### src/rtl/core/emcal_pkg.sv
package emcal_pkg;

	// field widths
	localparam int MS_W    = 42;
	localparam int YEAR_W  = 7;
	localparam int MONTH_W = 4;
	localparam int DOM_W   = 5;
	localparam int WD_W    = 3;
	localparam int HOUR_W  = 5;
	localparam int MIN_W   = 6;
	localparam int SEC_W   = 6;
	localparam int SUB_W   = 10;

	// day split: ms >> 10, then divide by 84375 (86400000 / 1024)
	localparam logic [16:0] DAY_DIV   = 17'd84375;
	localparam logic [15:0] DAY_RECIP = 16'd50903;   // floor(2^32 / 84375)
	localparam logic [15:0] DAY_2000  = 16'd10957;
	localparam logic [15:0] DAY_2100  = 16'd47482;
	localparam logic [15:0] WEEK_OFS  = 16'd5;       // (10957 + 3) mod 7

	// four-year cycle
	localparam logic [10:0] QUAD_DAYS  = 11'd1461;
	localparam logic [10:0] QUAD_RECIP = 11'd1435;   // floor(2^21 / 1461)
	localparam logic [10:0] LEAP_YEAR_DAYS = 11'd366;
	localparam logic [10:0] YEAR_DAYS      = 11'd365;
	localparam logic [10:0] TWO_YEAR_DAYS  = 11'd730;

	// time of day
	localparam logic [17:0] SEC_RECIP   = 18'd134217; // floor(2^24 / 125)
	localparam logic [9:0]  MS_PER_SEC  = 10'd1000;
	localparam logic [15:0] DIV15_RECIP = 16'd34953;  // ceil(2^19 / 15)
	localparam logic [5:0]  SEC_PER_MIN = 6'd60;
	localparam logic [16:0] SUB_RECIP   = 17'd67109;  // ceil(2^23 / 125)
	localparam logic [9:0]  SUB_TOP     = 10'd1023;

	// first day of each month in a common year, day of year counted from 0
	localparam logic [8:0] MONTH_START [12] = '{
		9'd0, 9'd31, 9'd59, 9'd90, 9'd120, 9'd151,
		9'd181, 9'd212, 9'd243, 9'd273, 9'd304, 9'd334
	};

	// remainder by seven: octal digits fold since 8 is 1 mod 7
	function automatic logic [2:0] mod7(input logic [15:0] x);
		logic [5:0] f1;
		logic [3:0] f2;
		logic [3:0] f3;
		f1 = 6'(x[2:0]) + 6'(x[5:3]) + 6'(x[8:6]) + 6'(x[11:9]) + 6'(x[14:12]) + 6'(x[15]);
		f2 = 4'(f1[2:0]) + 4'(f1[5:3]);
		f3 = 4'(f2[2:0]) + 4'(f2[3]);
		if (f3 >= 4'd7) begin
			f3 = f3 - 4'd7;
		end
		return f3[2:0];
	endfunction

endpackage

### src/rtl/core/epoch_ms_to_calendar.sv
// a taken beat passes through the stage registers s1 to s9 and leaves with done raised
// throughput: one beat every cycle, busy is never raised
// the result is held on the ports for one cycle only, the receiver cannot stall
// reset: arst_n clears every stage valid bit at once, data registers keep their value
module epoch_ms_to_calendar (
	input  logic                          clk,
	input  logic                          arst_n,
	input  logic                          start,
	output logic                          busy,
	input  logic [emcal_pkg::MS_W-1:0]    epoch_ms,
	output logic                          done,
	output logic [emcal_pkg::YEAR_W-1:0]  year_of_century,
	output logic [emcal_pkg::MONTH_W-1:0] month,
	output logic [emcal_pkg::DOM_W-1:0]   day_of_month,
	output logic [emcal_pkg::WD_W-1:0]    weekday,
	output logic [emcal_pkg::HOUR_W-1:0]  hours,
	output logic [emcal_pkg::MIN_W-1:0]   minutes,
	output logic [emcal_pkg::SEC_W-1:0]   seconds,
	output logic [emcal_pkg::SUB_W-1:0]   subsecond_count,
	output logic                          out_of_range
);
	import emcal_pkg::*;

	logic v_s1, v_s2, v_s3, v_s4, v_s5, v_s6, v_s7, v_s8, v_s9;

	// stage 1 data
	logic [31:0] q0_s1;
	logic [9:0]  lo_s1;
	logic [15:0] est_s1;
	// stage 2 data
	logic [9:0]  lo_s2;
	logic [15:0] est_s2;
	logic [17:0] r_s2;
	// stage 3 data
	logic [15:0] d_s3;
	logic        oor_s3;
	logic [26:0] msod_s3;
	// stage 4 data
	logic [15:0] d_s4;
	logic        oor_s4;
	logic [26:0] msod_s4;
	logic [4:0]  quad_s4;
	logic [16:0] sod_s4;
	logic [2:0]  wd_s4;
	// stage 5 data
	logic        oor_s5;
	logic [2:0]  wd_s5;
	logic [4:0]  quad_s5;
	logic [16:0] sod_s5;
	logic [11:0] rem_s5;
	logic [10:0] msp_s5;
	// stage 6 data
	logic        oor_s6;
	logic [2:0]  wd_s6;
	logic [4:0]  quad_s6;
	logic [10:0] rem_s6;
	logic [16:0] sod_s6;
	logic [9:0]  msp_s6;
	// stage 7 data
	logic        oor_s7;
	logic [2:0]  wd_s7;
	logic [6:0]  yr_s7;
	logic [8:0]  doy_s7;
	logic        leap_s7;
	logic [16:0] sod_s7;
	logic [10:0] mod_s7;
	logic [9:0]  sub_s7;
	// stage 8 data
	logic        oor_s8;
	logic [2:0]  wd_s8;
	logic [6:0]  yr_s8;
	logic [9:0]  sub_s8;
	logic [10:0] mod_s8;
	logic [3:0]  month_s8;
	logic [4:0]  day_s8;
	logic [5:0]  sec_s8;
	logic [4:0]  hrs_s8;
	// stage 9, the output register
	logic [YEAR_W-1:0]  year_s9;
	logic [MONTH_W-1:0] month_s9;
	logic [DOM_W-1:0]   day_s9;
	logic [WD_W-1:0]    wd_s9;
	logic [HOUR_W-1:0]  hrs_s9;
	logic [MIN_W-1:0]   min_s9;
	logic [SEC_W-1:0]   sec_s9;
	logic [SUB_W-1:0]   sub_s9;
	logic               oor_s9;

	// combinational terms
	logic        take;
	logic [47:0] day_prod;
	logic [32:0] r_prod;
	logic [32:0] r_diff;
	logic        day_fix;
	logic [15:0] days;
	logic [17:0] r_fixed;
	logic [26:0] quad_prod;
	logic [41:0] sod_prod;
	logic [15:0] rem_prod;
	logic [15:0] rem_diff;
	logic [26:0] msp_prod;
	logic [26:0] msp_diff;
	logic        quad_fix;
	logic        sec_fix;
	logic [10:0] yr_days;
	logic [1:0]  yr_in_quad;
	logic [8:0]  doy;
	logic        leap;
	logic [30:0] mod_prod;
	logic [26:0] sub_prod;
	logic [8:0]  mon_start;
	logic [8:0]  start_sel;
	logic [3:0]  mon;
	logic [8:0]  day_diff;
	logic [16:0] sec_prod;
	logic [16:0] sec_diff;
	logic [24:0] hrs_prod;
	logic [10:0] min_prod;
	logic [10:0] min_diff;

	// pipeline takes a beat in every cycle
	assign busy = 1'b0;
	assign take = start && !busy;

	// valid bits
	always_ff @(posedge clk or negedge arst_n) begin
		if (!arst_n) begin
			v_s1 <= 1'b0;
			v_s2 <= 1'b0;
			v_s3 <= 1'b0;
			v_s4 <= 1'b0;
			v_s5 <= 1'b0;
			v_s6 <= 1'b0;
			v_s7 <= 1'b0;
			v_s8 <= 1'b0;
			v_s9 <= 1'b0;
		end else begin
			v_s1 <= take;
			v_s2 <= v_s1;
			v_s3 <= v_s2;
			v_s4 <= v_s3;
			v_s5 <= v_s4;
			v_s6 <= v_s5;
			v_s7 <= v_s6;
			v_s8 <= v_s7;
			v_s9 <= v_s8;
		end
	end

	// stage 1: day estimate from ms / 1024 times a reciprocal, low by at most one
	assign day_prod = 48'(epoch_ms[41:10]) * 48'(DAY_RECIP);

	always_ff @(posedge clk) begin
		q0_s1  <= epoch_ms[41:10];
		lo_s1  <= epoch_ms[9:0];
		est_s1 <= day_prod[47:32];
	end

	// stage 2: remainder of the estimate
	assign r_prod = 33'(est_s1) * 33'(DAY_DIV);
	assign r_diff = 33'(q0_s1) - r_prod;

	always_ff @(posedge clk) begin
		lo_s2  <= lo_s1;
		est_s2 <= est_s1;
		r_s2   <= r_diff[17:0];
	end

	// stage 3: correct the day count, range check, rebuild ms of day
	assign day_fix = r_s2 >= 18'(DAY_DIV);
	assign days    = est_s2 + 16'(day_fix);
	assign r_fixed = day_fix ? r_s2 - 18'(DAY_DIV) : r_s2;

	always_ff @(posedge clk) begin
		d_s3    <= days - DAY_2000;
		oor_s3  <= (days < DAY_2000) || (days >= DAY_2100);
		msod_s3 <= {r_fixed[16:0], lo_s2};
	end

	// stage 4: four-year cycle and second-of-day estimates, weekday
	assign quad_prod = 27'(d_s3) * 27'(QUAD_RECIP);
	assign sod_prod  = 42'(msod_s3[26:3]) * 42'(SEC_RECIP);

	always_ff @(posedge clk) begin
		d_s4    <= d_s3;
		oor_s4  <= oor_s3;
		msod_s4 <= msod_s3;
		quad_s4 <= quad_prod[25:21];
		sod_s4  <= sod_prod[40:24];
		wd_s4   <= mod7(d_s3 + WEEK_OFS) + 3'd1;
	end

	// stage 5: remainders of both estimates
	assign rem_prod = 16'(quad_s4) * 16'(QUAD_DAYS);
	assign rem_diff = d_s4 - rem_prod;
	assign msp_prod = 27'(sod_s4) * 27'(MS_PER_SEC);
	assign msp_diff = msod_s4 - msp_prod;

	always_ff @(posedge clk) begin
		oor_s5  <= oor_s4;
		wd_s5   <= wd_s4;
		quad_s5 <= quad_s4;
		sod_s5  <= sod_s4;
		rem_s5  <= rem_diff[11:0];
		msp_s5  <= msp_diff[10:0];
	end

	// stage 6: correct cycle count and second of day
	assign quad_fix = rem_s5 >= 12'(QUAD_DAYS);
	assign sec_fix  = msp_s5 >= 11'(MS_PER_SEC);

	always_ff @(posedge clk) begin
		oor_s6  <= oor_s5;
		wd_s6   <= wd_s5;
		quad_s6 <= quad_s5 + 5'(quad_fix);
		rem_s6  <= quad_fix ? 11'(rem_s5 - 12'(QUAD_DAYS)) : rem_s5[10:0];
		sod_s6  <= sod_s5 + 17'(sec_fix);
		msp_s6  <= sec_fix ? 10'(msp_s5 - 11'(MS_PER_SEC)) : msp_s5[9:0];
	end

	// stage 7: year within the cycle, minute of day, sub-second value
	always_comb begin
		yr_days = rem_s6 - LEAP_YEAR_DAYS;
		if (rem_s6 < LEAP_YEAR_DAYS) begin
			yr_in_quad = 2'd0;
			doy        = rem_s6[8:0];
			leap       = 1'b1;
		end else if (yr_days >= TWO_YEAR_DAYS) begin
			yr_in_quad = 2'd3;
			doy        = 9'(yr_days - TWO_YEAR_DAYS);
			leap       = 1'b0;
		end else if (yr_days >= YEAR_DAYS) begin
			yr_in_quad = 2'd2;
			doy        = 9'(yr_days - YEAR_DAYS);
			leap       = 1'b0;
		end else begin
			yr_in_quad = 2'd1;
			doy        = yr_days[8:0];
			leap       = 1'b0;
		end
	end

	assign mod_prod = 31'(sod_s6[16:2]) * 31'(DIV15_RECIP);
	assign sub_prod = 27'(msp_s6) * 27'(SUB_RECIP);

	always_ff @(posedge clk) begin
		oor_s7  <= oor_s6;
		wd_s7   <= wd_s6;
		yr_s7   <= {quad_s6, yr_in_quad};
		doy_s7  <= doy;
		leap_s7 <= leap;
		sod_s7  <= sod_s6;
		mod_s7  <= mod_prod[29:19];
		sub_s7  <= SUB_TOP - sub_prod[25:16];
	end

	// stage 8: month search over the start table, seconds, hour estimate
	always_comb begin
		mon       = 4'd1;
		start_sel = 9'd0;
		mon_start = 9'd0;
		for (int k = 1; k < 12; k++) begin
			mon_start = MONTH_START[k] + ((k >= 2) ? 9'(leap_s7) : 9'd0);
			if (doy_s7 >= mon_start) begin
				mon       = 4'(k + 1);
				start_sel = mon_start;
			end
		end
	end

	assign day_diff = doy_s7 - start_sel + 9'd1;
	assign sec_prod = 17'(mod_s7) * 17'(SEC_PER_MIN);
	assign sec_diff = sod_s7 - sec_prod;
	assign hrs_prod = 25'(mod_s7[10:2]) * 25'(DIV15_RECIP);

	always_ff @(posedge clk) begin
		oor_s8   <= oor_s7;
		wd_s8    <= wd_s7;
		yr_s8    <= yr_s7;
		sub_s8   <= sub_s7;
		mod_s8   <= mod_s7;
		month_s8 <= mon;
		day_s8   <= day_diff[4:0];
		sec_s8   <= sec_diff[5:0];
		hrs_s8   <= hrs_prod[23:19];
	end

	// stage 9: minutes, then zero every field out of range
	assign min_prod = 11'(hrs_s8) * 11'(SEC_PER_MIN);
	assign min_diff = mod_s8 - min_prod;

	always_ff @(posedge clk) begin
		oor_s9   <= oor_s8;
		year_s9  <= oor_s8 ? '0 : yr_s8;
		month_s9 <= oor_s8 ? '0 : month_s8;
		day_s9   <= oor_s8 ? '0 : day_s8;
		wd_s9    <= oor_s8 ? '0 : wd_s8;
		hrs_s9   <= oor_s8 ? '0 : hrs_s8;
		min_s9   <= oor_s8 ? '0 : min_diff[5:0];
		sec_s9   <= oor_s8 ? '0 : sec_s8;
		sub_s9   <= oor_s8 ? '0 : sub_s8;
	end

	// result ports
	assign done            = v_s9;
	assign year_of_century = year_s9;
	assign month           = month_s9;
	assign day_of_month    = day_s9;
	assign weekday         = wd_s9;
	assign hours           = hrs_s9;
	assign minutes         = min_s9;
	assign seconds         = sec_s9;
	assign subsecond_count = sub_s9;
	assign out_of_range    = oor_s9;

endmodule

### config.mk
export PLATFORM = sky130hd
export DESIGN_NAME = epoch_ms_to_calendar
export DESIGN_NICKNAME = d
export VERILOG_FILES = /design/src/rtl/core/emcal_pkg.sv /design/src/rtl/core/epoch_ms_to_calendar.sv
export SDC_FILE = /design/constraint.sdc
export NUM_CORES = 2
export LEC_CHECK = 0
export BUFFER_PORTS_ARGS = -buffer_cell sky130_fd_sc_hd__buf_2
export CAP_MARGIN = 20
export CORE_UTILIZATION = 59
export DETAILED_ROUTE_END_ITERATION = 10
export GPL_TIMING_DRIVEN = 0
export PLACE_DENSITY = 0.9
export SLEW_MARGIN = 25
export SYNTH_ARGS = -nofsm -noshare
export SYNTH_HDL_FRONTEND = slang
export SYNTH_SLANG_ARGS = --single-unit
### constraint.sdc
create_clock -name clk -period 6.1 [get_ports clk]
set_input_delay 1.22 -clock clk [delete_from_list [all_inputs] [get_ports clk]]
set_output_delay 1.22 -clock clk [all_outputs]
set_load 0.05 [all_outputs]
[Word-level counts from Yosys, hierarchy flattened]
Index checks and enable logic that the tools add are counted.
W data, S select, Z words.
Word-level totals
  ROM bits: 0
  bits in writable memories: 0
  bits in registers: 428
  output and inout bits: 49
  bits in latches: 0
  memories: 0
  logic and storage cells: 166
Cells by class
  order comparisons: 20
  mux-type cells: 31
  multiply operators: 11
  add/subtract/negate cells: 38
  eq/ne operators: 0
  shifts and indexed selects: 0
  reduce and logical (&&, ||, !) cells: 2
  divide/modulo/power cells: 0
  bitwise gates (word level): 0
Operators by type and width (number)
  $ge A9 B9 Y1: 7
  $mux W5: 11
  $mul A32 B16 Y48 const B: 1
  $mul A24 B18 Y41 const B: 1
  $add A8 B1 Y9 const A: 4
  $mul A15 B16 Y30 const B: 1
  $add A9 B1 Y9 const A: 3
  $mux W9: 3
  $mul A10 B17 Y26 const B: 1
  $mul A16 B11 Y26 const B: 1
  $mul A9 B16 Y24 const B: 1
  $ge A11 B10 Y1 const B: 2
  $ge A18 B17 Y1 const B: 1
  $ge A9 B8 Y1: 2
  $mul A16 B17 Y18 const B: 1
  $sub A18 B18 Y18: 1
  $add A17 B1 Y17: 1
  $mul A17 B7 Y8 const B: 1
  $mux W17: 1
  $sub A17 B17 Y17 const B: 1
  $add A16 B1 Y16: 1
  $add A16 B3 Y16 const B: 1
  $add A7 B1 Y8 const A: 2
  $ge A16 B16 Y1 const B: 1
  40 further kinds: 52

[Logic depth before layout (Yosys ltp)]
  depth after elaboration: 14
  depth in mapped cells: 29
  depth with buffers taken out: 29

[Least setup slack after synthesis]
No wires, ideal clock.
  path type: input-to-reg
  start: in epoch_ms[24] (netlist name)
  end: reg est_s1[12]
  cell stages on the path: 18
  required time: 5.977 ns
  data arrival time: 6.108 ns
  setup slack: -0.131 ns
  buffers on the path: 0
  cell sequence: ha_1 inv_1 fa_1 inv_1 fa_1 fa_1 fa_1 fa_1 ha_1 a211oi_1 o21ai_0 o21ai_0 a21oi_1 or3_1 a21oi_1 nor2b_1 a311oi_1 a21oi_1
On the way
  word-level cells in the longest chain between the ends: 1
RTL lines
  start, declared: line epoch_ms_to_calendar.sv:10  | input logic [emcal_pkg::MS_W-1:0] epoch_ms,
  $mul A32 B16 Y48: line epoch_ms_to_calendar.sv:151  | assign day_prod = 48'(epoch_ms[41:10]) * 48'(DAY_RECIP);
  net day_prod[44]: line epoch_ms_to_calendar.sv:91  | logic [47:0] day_prod;
  end signal, assigned: line epoch_ms_to_calendar.sv:156  | est_s1 <= day_prod[47:32];
  end, declared: line epoch_ms_to_calendar.sv:29  | logic [15:0] est_s1;
The timed path passes the listed nets, and every way through them passes these cells.
A chain may end at the register's enable or synchronous reset.

[Worst setup path in the final report]
  start: in epoch_ms[26] (netlist name)
  end: reg est_s1[9]
Same word-level chain as after synthesis.

==> results.txt <==
* Status: finished, violations left
- First-pass iteration count of the detailed router: 6
- In this run the cell area of the synthesized design comes to 0.0405 mm2.
* Syn-to-layout area delta: 10.5%
- Total gr overflow: 0
* Buffers added on ports: a little over 90
- For this run, the leading register cell type out of synthesis is dfxtp_1.
- In this run the worst hold path is classified as reg -> reg.
* Element type at the critical path start: input pin
* Post-route clock period utilization: 103%
- Time the worst path needs with I/O delays and setup: approximately 6.3 ns
- Max Cap Violations: 0
- The synthesized netlist contains between 80 and 90 unique library cells.
- Number of antenna violations at the first check in global routing: 1
- For the worst setup path, the data arrival time is roughly 6.7 ns.
- Most area-consuming cells after synthesis: ha_1 27%, fa_1 24%, dfxtp_1 21%
- For the worst-skew pair, the clock arrives at the later sink with an insertion delay of between 0.5 and 0.6 ns.
- After synthesis, the largest family of logic cells by area is adder cells.
- Synthesized instance count: 3911
- Complex-gate fraction of the synthesized area: about 6.8%
* Width of the die: roughly 260 um
* Die span in y: approximately 260 um
* Post-synth EDFFs: 0
- Violations in the final reports: setup timing
* Drt drc: 0
* Area used by sequential logic in the layout: 0.00863 mm2
* Pins over their slew limit: 0
- Layout Skew: around 0.012 ns
- RSZ-0062 raised after global routing: true
- Slew of the pin with the lowest slew margin: 0.884 ns
- The most numerous cell type found on the critical path is fa_1.
- Antenna diode instance count: 0
- Clock Tree Root: clkbuf_16
* Clock slew at the register clock pins of the worst setup and hold paths: ~0.06 ns
* Post-synthesis xor/xnor area fraction: ~5.5%
* Top-level port count: 94
* Cell type with the largest total area after synthesis: ha_1
- Entering global routing, the biggest net connects 18 pins.
- Proportion of synthesized flip-flops having asynchronous set or reset: 2.10%
- Critical Setup Path Class: in -> reg
- For this design, the sink count on the clock tree is 428.
- Mean Syn Cell Area: approximately 10 um2
- Cells with a size suffix above 1 make up 8.65% of the layout.
- The number of global-route vias before repair was 30100.
* Total of flip-flops plus latches after synthesis: around 430
- TNS Setup: -1.04 ns
- PnR worst setup slack: -0.161 ns
* Worst slack at placement: -0.891 ns
- Clock buffers created by TritonCTS: 43
- Setup violations remaining at the end of the flow were counted as 10.
- Crit path max-delay cell type: fa_1
- The largest single stage delay on the critical path is 0.57 ns.
* Residual antenna-violating net count after detailed routing: 0
* Yosys top cell area share: between 20 and 30%
- Dominant delay contributor by cell family on the critical path: adder cells
- Slew headroom: ~40%
- Maximum clock insertion buffer count: 3
- In this run the worst path has a maximum fanout of 6.
- The layout has 4557 filler cells.
- Clock tree from TritonCTS: built
- At the end of routability-driven placement, the weighted congestion stood at ~0.92.
- The Yosys step of the flow raised 0 warnings.
- Cell-by-cell listing of the critical path: buf_2 > ha_4 > inv_1 > fa_1 > inv_1 > fa_1 > fa_1 > fa_1 > fa_1 > ha_1 > nand4_1 > nor4_2 > nand4_1 > o22ai_2 > o211ai_1 > a31oi_4 > a21o_1 > a31oi_2 > xnor2_1
- The final number of hold-violating endpoints is 0.
* DRC marker count from the first detailed-route iteration: between 1500 and 2000
- Nets in the synthesized netlist: 5323
- Mux share of post-synthesis cell area: less than 1%
* Synth Area in Simple Gates: under 10%
- Static timing analysis puts the maximum clock frequency at 160 MHz.
* Total non-filler cell area in the finished layout: 0.0448 mm2
- Effective utilization at floorplan: around 60%
* Area of the core region: between 0.06 and 0.07 mm2
- For this run, the register share of the synthesized area comes to between 20% and 30%.
- At the worst endpoint, the required time is roughly 6.6 ns.
* Gr usage total: 24.6%
- Count of H-tree levels built during CTS: 2
- Together, buffers and inverters on the worst path number 3.
- Once layout is complete, the utilization of the core stands at between 60% and 70%.
* CP Capture Type: flip-flop
* DP Wirelength: around 67000 um
- Placement Rows: 95
* Routed wire per std cell: 18.0 um
- Post-detailed-placement cell area: 0.0421 mm2
- In the final layout, the multi-input gates occupy about 0.029 mm2.
- CTS Hold Bufs: 0
- The first global-routing pass estimated ~140000 um of wire.
- Area of the die: around 0.070 mm2
- Summed over all layers, the routed wires come to 89500 um.
* Adder and majority gate portion of the synthesized area: around half
* Via density per instance: 5.59
* Number of nets at the end of the flow: roughly 5500
- Vias: 27800
## Yosys cell counts, types with 16 or more instances
master	n
xnor2_1	178
o21bai_1	18
nand2_1	112
a21o_1	48
dfxtp_1	419
nand2b_1	18
a21oi_1	127
nor3_1	32
ha_1	871
and3_1	16
inv_1	932
a31oi_1	17
xor2_1	74
o21ai_0	69
nand4_1	24
clkbuf_1	20
nand3_1	60
nor2b_1	59
nor2_1	101
fa_1	496
## timing repair
| item | in CTS | in global routing |
|---|---|---|
| endpoints found under the setup margin | 13 | 16 |
| pin swaps | 14 | 101 |
| gates resized for setup | 40 | 153 |
| buffers inserted | 11 | 11 |
## registers in the layout, indices dropped and copies added, names as in the netlist, 11 cells and up
signal,count
mod_s7,11
q0_s1,18
r_s2,18
sod_s4,17
est_s2,16
msod_s3,27
sod_s6,17
msp_s5,11
d_s3,16
rem_s6,11
est_s1,16
d_s4,12
rem_s5,12
msod_s4,11
sod_s5,17
## path summary, 6_finish.rpt
kind | from | endpoint | slack [ns] | cells past startpoint
hold reg to reg | yr_s7[4] | yr_s8[4] | 0.32 | 0
setup reg to reg | d_s3[2] | wd_s4[2] | 0.15 | 27
setup / recovery | epoch_ms[26] | est_s1[9] | -0.16 | 19
min in group asynchronous | arst_n | v_s6 | 0.47 | 1
max in group asynchronous | arst_n | v_s7 | 5.46 | 1
hold / removal | yr_s7[4] | yr_s8[4] | 0.32 | 0
## area by class of cell
cell class | count | share of cell area [%]
well taps | 873 | 2.44
repair buffers | 114 | 1.58
plain buffers | 27 | 0.282
clock inverters | 23 | 0.600
clock buffers | 55 | 2.68
flip-flops and latches | 428 | 19.3
multi-input cells | 2524 | 65.3
inverters | 932 | 7.81
## stage by stage
stage | std cells | hold WS (ns)
floorplan | 3911 | 0.310
finish | 4976 | 0.321
CTS | 4965 | 0.323
global placement | 4876 | 0.310
global route | 4976 | 0.329
detailed placement | 4876 | 0.312
## cell usage in the layout, fill, tap and decap left out, types with 59 or more instances in the layout
cell / count
a21oi_1: 118
buf_2: 71
dfxtp_1: 410
fa_1: 486
ha_1: 812
inv_1: 923
nand2_1: 108
nand3_1: 60
nor2_1: 100
nor2b_1: 59
o21ai_0: 63
xnor2_1: 173
xor2_1: 74
## routing by layer
metal	wire, um	global-route usage [%]	vias up
met5	11	0	-
met4	5400	11.1	2
met3	4590	3.58	442
met2	46800	46.8	1083
met1	32700	26.9	13400
li1	-	-	12900
## cells by family after synthesis
| kind of cell | after synthesis |
|---|---|
| compound gates | 417 |
| xor+xnor | 253 |
| fa+ha+maj | 1367 |
| buf+inv | 959 |
| flops | 428 |
| mux | 9 |
| other cells | 1 |
| simple gates | 477 |
Power is not shown: default switching activity piles up to over one toggle a cycle in this logic, so the estimate is an artifact.
